==> src/rtl/core/gccl_cell.sv <==
// One cell of the column line buffer: holds a valid flag, a cell type and a label.
// Depends on nothing beyond its parameters.
module gccl_cell #(
  parameter int TYPE_BITS = 3,
  parameter int LABEL_W   = 8
) (
  input  logic                 clk_i,
  input  logic                 rst_ni,
  input  logic                 clr_i,
  input  logic                 shift_i,
  input  logic                 valid_i,
  input  logic [TYPE_BITS-1:0] type_i,
  input  logic [LABEL_W-1:0]   label_i,
  output logic                 valid_o,
  output logic [TYPE_BITS-1:0] type_o,
  output logic [LABEL_W-1:0]   label_o
);

  logic                 valid_q;
  logic [TYPE_BITS-1:0] type_q;
  logic [LABEL_W-1:0]   label_q;

  always_ff @(posedge clk_i or negedge rst_ni) begin
    if (!rst_ni) begin
      valid_q <= 1'b0;
    end else if (clr_i) begin
      valid_q <= 1'b0;
    end else if (shift_i) begin
      valid_q <= valid_i;
    end
  end

  always_ff @(posedge clk_i) begin
    if (shift_i) begin
      type_q  <= type_i;
      label_q <= label_i;
    end
  end

  assign valid_o = valid_q;
  assign type_o  = type_q;
  assign label_o = label_q;

endmodule

==> config.mk <==
export PLATFORM = sky130hd
export DESIGN_NAME = gccl_cell
export DESIGN_NICKNAME = d
export VERILOG_FILES = /design/src/rtl/core/gccl_cell.sv
export SDC_FILE = /design/constraint.sdc
export NUM_CORES = 1
export LEC_CHECK = 0
export BUFFER_PORTS_ARGS = -buffer_cell sky130_fd_sc_hd__clkbuf_2
export CORE_AREA = 10 10 47 49
export CTS_CLUSTER_SIZE = 14
export DETAILED_ROUTE_END_ITERATION = 16
export DIE_AREA = 0 0 57 59
export PLACE_DENSITY = 0.69
export REMOVE_ABC_BUFFERS = 1
export SLEW_MARGIN = 20
export SYNTH_ARGS = -nofsm -noshare
export SYNTH_HDL_FRONTEND = slang
export SYNTH_SLANG_ARGS = --single-unit
==> constraint.sdc <==
create_clock -name clk_i -period 1.4 [get_ports clk_i]
set_input_delay 0.21 -clock clk_i [delete_from_list [all_inputs] [get_ports clk_i]]
set_output_delay 0.21 -clock clk_i [all_outputs]
set_load 0.02 [all_outputs]
==> run_results.csv, run 1 <==
group,metric,value,unit
worst_setup_path,r2r-start,"valid_o$_DFFE_PN0P_",
sta,relSlewSlack,80.4,%
sta,grt_setup_unrepaired,"no",
worst_setup_path,path_delay_family,"flip-flops",
worst_setup_path,cp_slowest_cell,"edfxtp_1",
placement,place_hpwl,745,µm
floorplan,num_rows,14,
cts,clock-sinks,12,
sta,whs,97.5,ps
routing,drc,0,
cts,clk_pin_slew,70,ps
worst_setup_path,critPathMaxStageDelay,380,ps
sta,tns,0,ps
sta,setup_slack,375,ps
sta,hold_violations,0,
layout,diodes,0,
global_route,grt.overflow.total,0,
worst_setup_path,startpoint_type,"flop",
routing,routed_via_density,4.08,
global_route,grt_pass1_vias,285,
pwr,p_leak,0.260,nW
sta,post-route-period-util,73.2,%
worst_setup_path,crit_path_cell_trace,"clkbuf_2",
floorplan,coreArea,1400,µm²
layout,finalNonFillerCells,62,
logic_synthesis,synth-seq-cells,12,
worst_setup_path,critPathLaunch,"label_o[6]$_DFFE_PP_",
floorplan,die_h,59,µm
worst_setup_path,cp_data_required_time,1190,ps
global_route,antenna_found_initial,0,
worst_setup_path,critPathMaxFanout,1,
cts,h-tree-depth,1,
pwr,p_total,0.731,mW
global_route,grt_max_degree,13,
routing,num_vias,253,
layout,drive_gt1_share,65.2,%
sta,fmax,0.976,GHz
worst_hold_path,hold_start,"clr_i",
logic_synthesis,avgSynthCellArea,26.4,µm²
placement,pre_cts_slack,507,ps
logic_synthesis,seq_area_frac_synth,96.3,%
cts,cts_buffers,3,
worst_setup_path,cp.arrival,810,ps
placement,gp_congestion,0.628,
job,cap_violations,0,
floorplan,start_util,26.3,%
floorplan,dieArea,3360,µm²
routing,routed_wl,886,µm
layout,fin_util,40.0,%
routing,drtPass1Iterations,3,
pwr,vdd_drop_max,0.682,mV
layout,ff_latch_area,355,µm²
routing,wl_per_cell,14.3,µm
cts,cts_root_buffer,"clkbuf_4",
cts,clockBufferDepth,2,
pwr,power_density,1300,nW/µm²
floorplan,die_w,57,µm
routing,antenna_left,0,
layout,nNetsFinal,63,
global_route,grt.total_usage,5.65,%
placement,dp.cells,57,
sta,fin_skew,0,ps
layout,multi_input_area,13.8,µm²
logic_synthesis,synthCells,14,
sta,setup_viol,0,
logic_synthesis,synth_area,369,µm²
routing,initialDrtViolationCount,1,
worst_setup_path,worstSetupPathType,"reg -> out",
layout,fillers,138,
cts,cts_tree,"built",
placement,port_buffers,27,
layout,fin_area,561,µm²
worst_setup_path,path_buf_inv,1,
sta,tightest_slew,295,ps
status,status,"completed",
cts,clock_latency,260,ps
worst_setup_path,endpoint_kind,"output port",
logic_synthesis,ys_warn_count,0,
floorplan,io_pins,28,
placement,placed_area,524,µm²
layout,syn_to_final_growth,51.9,%
global_route,grt_first_pass_wirelength,1390,µm
sta,drv_slew,0,
worst_hold_path,min_path_type,"in -> reg",
logic_synthesis,ys_types,4,
sta,fin_crit,1020,ps
==> worst paths after layout <==
check	to	slack, ps	cells after the start
max	label_o[6]	380	1
min	valid_o$_DFFE_PN0P_	100	2
max reg2reg	valid_o$_DFFE_PN0P_	720	2
min reg2reg	valid_o$_DFFE_PN0P_	540	2
max in group asynchronous	valid_o$_DFFE_PN0P_	1070	2
min in group asynchronous	valid_o$_DFFE_PN0P_	240	2
==> where the power goes <==
part,internal [mW],switching (mW)
combinational,0.0349,0.0575
clock,0.110,0.100
sequential,0.422,0.00687
==> synthesized netlist by cell type <==
cell type / count / share of area [%]
nor2_1: 1 / 1.0
mux2i_1: 1 / 2.7
edfxtp_1: 11 / 89
dfrtp_1: 1 / 6.8
==> per-layer routing <==
metal / up-vias / global-route usage, % / share of wire (%)
met2: 23 / 6.05 / 37
met4: 0 / 4.03 / 1.1
met1: 110 / 6.16 / 44
met5: - / 0 / 0
met3: 2 / 6.01 / 18
li1: 118 / - / -
==> flip-flops by register name (all words and copies together) (netlist names) <==
signal,count
label_o,8
type_o,3
valid_o,1
==> placed cells by master (no fill, tap or decap) <==
cell,instances
edfxtp_1,11
dlygate4sd3_1,1
clkbuf_4,3
nor2_1,1
mux2i_1,1
dfrtp_1,1
clkbuf_1,1
clkbuf_2,27
==> kinds of logic after synthesis <==
group,after synthesis,share of synthesized area [%]
DFF,12,96.3
muxes,1,2.71
and+or+nand+nor,1,1.02
==> area by class of cell <==
cell class	count	share of cell area [%]
Clock buffer	4	4.69
Multi-Input combinational cell	2	2.46
Sequential cell	12	63.4
Tap cell	16	3.57
Timing Repair Buffer	28	25.9
==> what timing repair did <==
item / CTS / global route
setup buffers: 0 / 0
hold buffers: 1 / 0
endpoints found under the hold margin: 1 / 0
gates resized for setup: 0 / 0
Note: power is estimated with default switching activity, not from simulation.
==> run 2: changes to the inputs <==
- ABC_AREA: not set -> 1
- PLACE_DENSITY: 0.69 -> 0.7
- clock period: 1.4 -> 1 ns (I/O delays scaled with it)
==> run 2 against run 1 <==
Final area rose by 1.1%. Via count is 6.3% higher. Synthesized area grew 1.7%. Register-to-register slack worse by 320 ps. Critical path depth stayed put. Routed wire length up 0.68%. Non-clock buffer count is the same. Largest cell class unchanged. Largest power group unchanged.
==> run_results.csv, run 2 <==
group,metric,value,unit
status,status,"completed",
worst_setup_path,worstSetupPathType,"reg -> out",
layout,diodes,0,
routing,maxUsedRoutingLayer,"met3",
sta,setup_viol,0,
routing,wl_per_cell,13.7,µm
sta,post-route-period-util,95.0,%
logic_synthesis,seq_area_frac_synth,94.7,%
routing,routed_via_density,4.14,
logic_synthesis,ys_types,6,
global_route,grt_max_degree,14,
routing,num_vias,269,
pwr,power_density,1810,nW/µm²
logic_synthesis,synth-seq-cells,12,
worst_setup_path,path_buf_inv,1,
worst_setup_path,critPathLaunch,"valid_o$_DFFE_PN0P_",
global_route,antenna_found_initial,0,
worst_setup_path,path_delay_family,"flip-flops",
worst_setup_path,cp.arrival,800,ps
pwr,seq_power_share,58.5,%
routing,wl_met1,359,µm
routing,wl_met3,142,µm
floorplan,die_h,59,µm
logic_synthesis,synthTopCellsByCount,"11 x edfxtp_1, 2 x nand2_1",
sta,tightest_slew,313,ps
worst_setup_path,critPathMaxStageDelay,390,ps
floorplan,dieArea,3360,µm²
pwr,p_sw,0.233,mW
layout,layout_common_cells,"26 x clkbuf_2, 11 x edfxtp_1, 3 x clkbuf_4",
floorplan,io_pins,28,
worst_setup_path,cp_data_required_time,850,ps
layout,fin_util,40.4,%
pwr,pwr-share-comb,12.8,%
cts,cts_tree,"built",
cts,clock-sinks,12,
logic_synthesis,synth_top_cells_by_area,"edfxtp_1 88%, dfrtp_1 6.7%, nand2_1 2.0%",
floorplan,die_w,57,µm
routing,drc,0,
logic_synthesis,ys_warn_count,0,
logic_synthesis,avgSynthCellArea,22.1,µm²
pwr,p_int,0.792,mW
cts,clock_latency,250,ps
placement,placed_area,531,µm²
floorplan,coreArea,1400,µm²
routing,route.met2.wl,391,µm
worst_setup_path,cp_slowest_cell,"dfrtp_1",
floorplan,num_rows,14,
floorplan,start_util,26.8,%
logic_synthesis,synth-main-ff-cell,"edfxtp_1",
cts,clockBufferDepth,2,
sta,fin_skew,0,ps
logic_synthesis,async_flop_share,8.33,%
pwr,p_leak,0.268,nW
logic_synthesis,synth-edff-count,11,
worst_setup_path,r2r-start,"valid_o$_DFFE_PN0P_",
sta,grt_setup_unrepaired,"no",
worst_setup_path,startpoint_type,"flop",
job,cap_violations,0,
cts,cts_root_buffer,"clkbuf_4",
global_route,grt_pass1_vias,317,
worst_hold_path,hold_start,"label_i[6]",
routing,antenna_left,0,
sta,drv_slew,0,
logic_synthesis,yosysMostFrequentCell,"edfxtp_1",
cts,cts_buffers,3,
worst_setup_path,crit_path_cell_trace,"clkbuf_2",
sta,hold_violations,0,
cts,h-tree-depth,1,
routing,initialDrtViolationCount,0,
sta,relSlewSlack,79.1,%
sta,fmax,1.05,GHz
global_route,grt_first_pass_wirelength,1450,µm
cts,post-cts-setup-buffers,0,
placement,gp_congestion,0.574,
layout,largest_register_ffs,8,
logic_synthesis,synth_top_area_share,88.0,%
global_route,grt.overflow.total,0,
cts,clk_pin_slew,70,ps
placement,port_buffers,27,
logic_synthesis,synth_area_leader_cell,"edfxtp_1",
layout,final_common_cell,"clkbuf_2",
sta,tns,0,ps
routing,routed_wl,892,µm
logic_synthesis,synth_area,375,µm²
worst_setup_path,critPathMaxFanout,2,
worst_setup_path,endpoint_kind,"output port",
pwr,power.share.clock,28.7,%
pwr,vdd_drop_max,0.856,mV
layout,syn_to_final_growth,51.0,%
layout,nNetsFinal,66,
worst_hold_path,min_path_type,"in -> reg",
layout,fin_area,567,µm²
routing,drtPass1Iterations,1,
layout,drive_gt1_share,61.2,%
pwr,switching_share,22.7,%
sta,fin_crit,950,ps
logic_synthesis,synthCells,17,
global_route,grt.total_usage,5.91,%
==> run 2: repair_timing <==
item	in CTS	in global routing
hold buffers	1	0
resized for setup	0	1
endpoints found under the hold margin	1	0
setup endpoints to repair	0	1
==> run 2: power by group through the flow <==
| stage | sequential [mW] | clock (mW) | combinational, mW |
|---|---|---|---|
| floorplan | 0.663 | 0 | 0.00361 |
| global placement | 0.610 | 0 | 0.129 |
| detailed placement | 0.612 | 0 | 0.131 |
| CTS | 0.601 | 0.309 | 0.134 |
| global route | 0.604 | 0.344 | 0.143 |
| finish | 0.600 | 0.295 | 0.131 |
==> run 2: per-layer routing <==
| layer | track usage (%) | vias up |
|---|---|---|
| met3 | 4.29 | 0 |
| met4 | 5.03 | 0 |
| met2 | 7.60 | 20 |
| met5 | 0 | - |
| li1 | - | 128 |
| met1 | 6.29 | 121 |
==> run 2: worst paths after layout <==
check	cells past startpoint	slack, ps	endpoint
hold / removal	1	50	label_o[6]$_DFFE_PP_
min in group asynchronous	2	200	valid_o$_DFFE_PN0P_
setup / recovery	1	50	valid_o
setup reg to reg	2	400	valid_o$_DFFE_PN0P_
max in group asynchronous	2	720	valid_o$_DFFE_PN0P_
hold reg to reg	2	490	valid_o$_DFFE_PN0P_
==> run 2: worst register-to-register path, cell delays in order (launching register included) <==
cell and delay, ps:
dfrtp_1 390, nand2_1 70, nand2_1 40
==> run 2: final cells by class <==
cell class / instances / area, µm²
inverters: 1 / 3.75
repair buffers: 28 / 145
flip-flops and latches: 12 / 355
well taps: 16 / 20.0
fillers: 148 / 835
clock buffers: 4 / 26.3
multi-input cells: 4 / 16.3
==> run 2: logic make-up (layout without fill, tap and decap cells) <==
logic type	Yosys count	count (layout)	synth area share, %
and+or+nand+nor	4	4	4.33
DFF	12	12	94.7
buffers and inverters	1	33	0.999
==> run 2: metrics by stage <==
step	total power [mW]	hold slack [ps]	setup WS [ps]	cells
after CTS	1.04	45.8	33.9	65
after detailed placement	0.743	-72.7	228	60
after global routing	1.09	33.2	1.03	65
final	1.03	54.2	49.6	65
after floorplan	0.667	-146	324	17
after global placement	0.739	-73.5	255	60
==> run 3: changes to the inputs <==
==> constraint.sdc (replaced) <==
create_clock -name clk_i -period 1 [get_ports clk_i]
set_input_delay 0.1 -clock clk_i [delete_from_list [all_inputs] [get_ports clk_i]]
set_output_delay 0.1 -clock clk_i [all_outputs]
set_load 0.02 [all_outputs]
==> run 3 against run 2 <==
Die area unchanged. Routed wire length up 10%. Via count up 9.3%. Count of clock-buffer cells in the layout unchanged. Largest power group unchanged. Highest routed layer unchanged. Largest cell class unchanged. Sequential cell count unchanged. Final area up 12%.
==> run_results.csv, run 3 (synthesis gave the netlist of run 2 again) <==
group,metric,value,unit
cts,clk_pin_slew,70,ps
global_route,grt.overflow.total,0,
layout,nNetsFinal,73,
layout,diodes,0,
worst_setup_path,cp_num_cells,1,
worst_setup_path,endpoint_kind,"output port",
cts,cts_tree,"built",
sta,tightest_slew,317,ps
cts,cts_buffers,3,
sta,grt_setup_unrepaired,"no",
status,status,"completed",
sta,hold_violations,0,
layout,largest_register_ffs,8,
layout,syn_to_final_growth,69.7,%
worst_setup_path,r2r-start,"valid_o$_DFFE_PN0P_",
sta,tns,0,ps
worst_setup_path,startpoint_type,"flop",
routing,wl_per_cell,13.7,µm
sta,setup_slack,96.9,ps
sta,fin_skew,0,ps
cts,cts_root_buffer,"clkbuf_4",
worst_setup_path,cp.arrival,800,ps
floorplan,die_h,59,µm
sta,fmax,1.11,GHz
routing,initialDrtViolationCount,0,
worst_setup_path,cp_data_required_time,900,ps
routing,antenna_left,0,
routing,drtPass1Iterations,1,
sta,whs,16.9,ps
placement,gp_congestion,0.574,
sta,post-route-period-util,90.3,%
worst_setup_path,crit_path_cell_trace,"clkbuf_2",
cts,clock-sinks,12,
worst_setup_path,r2r_cells,2,
routing,routed_wl,983,µm
cts,clock_latency,250,ps
layout,final_common_cell,"clkbuf_2",
worst_setup_path,path_delay_family,"flip-flops",
cts,h-tree-depth,1,
pwr,power_density,1650,nW/µm²
routing,routed_via_density,4.08,
pwr,vdd_drop_max,0.858,mV
worst_setup_path,path_buf_inv,1,
global_route,antenna_found_initial,0,
floorplan,start_util,26.8,%
global_route,grt_pass1_vias,316,
placement,port_buffers,27,
global_route,grt_max_degree,14,
worst_setup_path,cp_slowest_cell,"dfrtp_1",
cts,clockBufferDepth,2,
sta,drv_slew,0,
worst_setup_path,r2r_setup_slack,400,ps
worst_setup_path,worstSetupPathType,"reg -> out",
layout,layout_common_cells,"27 x clkbuf_2, 11 x edfxtp_1, 8 x dlygate4sd3_1",
job,cap_violations,0,
floorplan,io_pins,28,
layout,fin_util,45.4,%
layout,drive_gt1_share,53.6,%
worst_setup_path,cp-endpoint,"valid_o",
sta,fin_crit,903,ps
placement,pre_cts_slack,278,ps
floorplan,dieArea,3360,µm²
floorplan,coreArea,1400,µm²
sta,relSlewSlack,78.9,%
floorplan,die_w,57,µm
worst_setup_path,reg2reg_to,"valid_o$_DFFE_PN0P_",
worst_setup_path,critPathMaxFanout,2,
global_route,grt_first_pass_wirelength,1460,µm
worst_setup_path,critPathLaunch,"valid_o$_DFFE_PN0P_",
sta,setup_viol,0,
routing,num_vias,294,
floorplan,num_rows,14,
pwr,p_leak,0.297,nW
worst_hold_path,min_path_type,"in -> reg",
worst_setup_path,critPathMaxStageDelay,390,ps
global_route,grt.total_usage,5.87,%
routing,drc,0,
## run 3: cell types whose count changed in the layout (fill, tap and decap cells not counted), sizes merged
cell	before	now
buf	1	0
dlygate4sd3	1	8
clkbuf	30	31
## run 3: routing by layer
metal	wire length, µm	track usage (%)
met3	135	3.86
met2	464	7.60
met1	383	6.42
met4	0	5.03
met5	0	0
## run 3: per-stage QoR
step                cells  total power [mW]  instance area, µm²
floorplan              17             0.667                 375
global placement       60             0.739                 531
detailed placement     60             0.743                 531
CTS                    69              1.06                 607
global route           72              1.11                 637
finish                 72              1.05                 637
## run 3: repair_timing
action	4_1_cts	5_1_grt
buffers inserted	0	0
hold buffers	5	3
endpoints found under the hold margin	5	3
gates resized for setup	0	0
## run 3: area by class of cell
class	count	area [µm²]
sequential	12	355
inverter	1	3.75
timing repair buffer	35	215
fill	142	764
clock buffer	4	26.3
tap	16	20.0
multi-input combinational	4	16.3
## run 3: worst min path at each step
stage	startpoint	to	slack [ps]	depth (start not counted)
6_report	label_i[2]	label_o[2]$_DFFE_PP_	20	1
4_1_cts	label_i[4]	label_o[4]$_DFFE_PP_	6	1
5_1_grt	label_i[4]	label_o[4]$_DFFE_PP_	4	1
3_5_place_dp	rst_ni	valid_o$_DFFE_PN0P_	-120	1
2_1_floorplan	rst_ni	valid_o$_DFFE_PN0P_	-200	0
3_3_place_gp	rst_ni	valid_o$_DFFE_PN0P_	-120	1
## run 3: power breakdown
group	internal, mW	switching (mW)
sequential	0.590	0.00987
clock	0.154	0.141
combinational	0.0661	0.0873
total	0.810	0.238
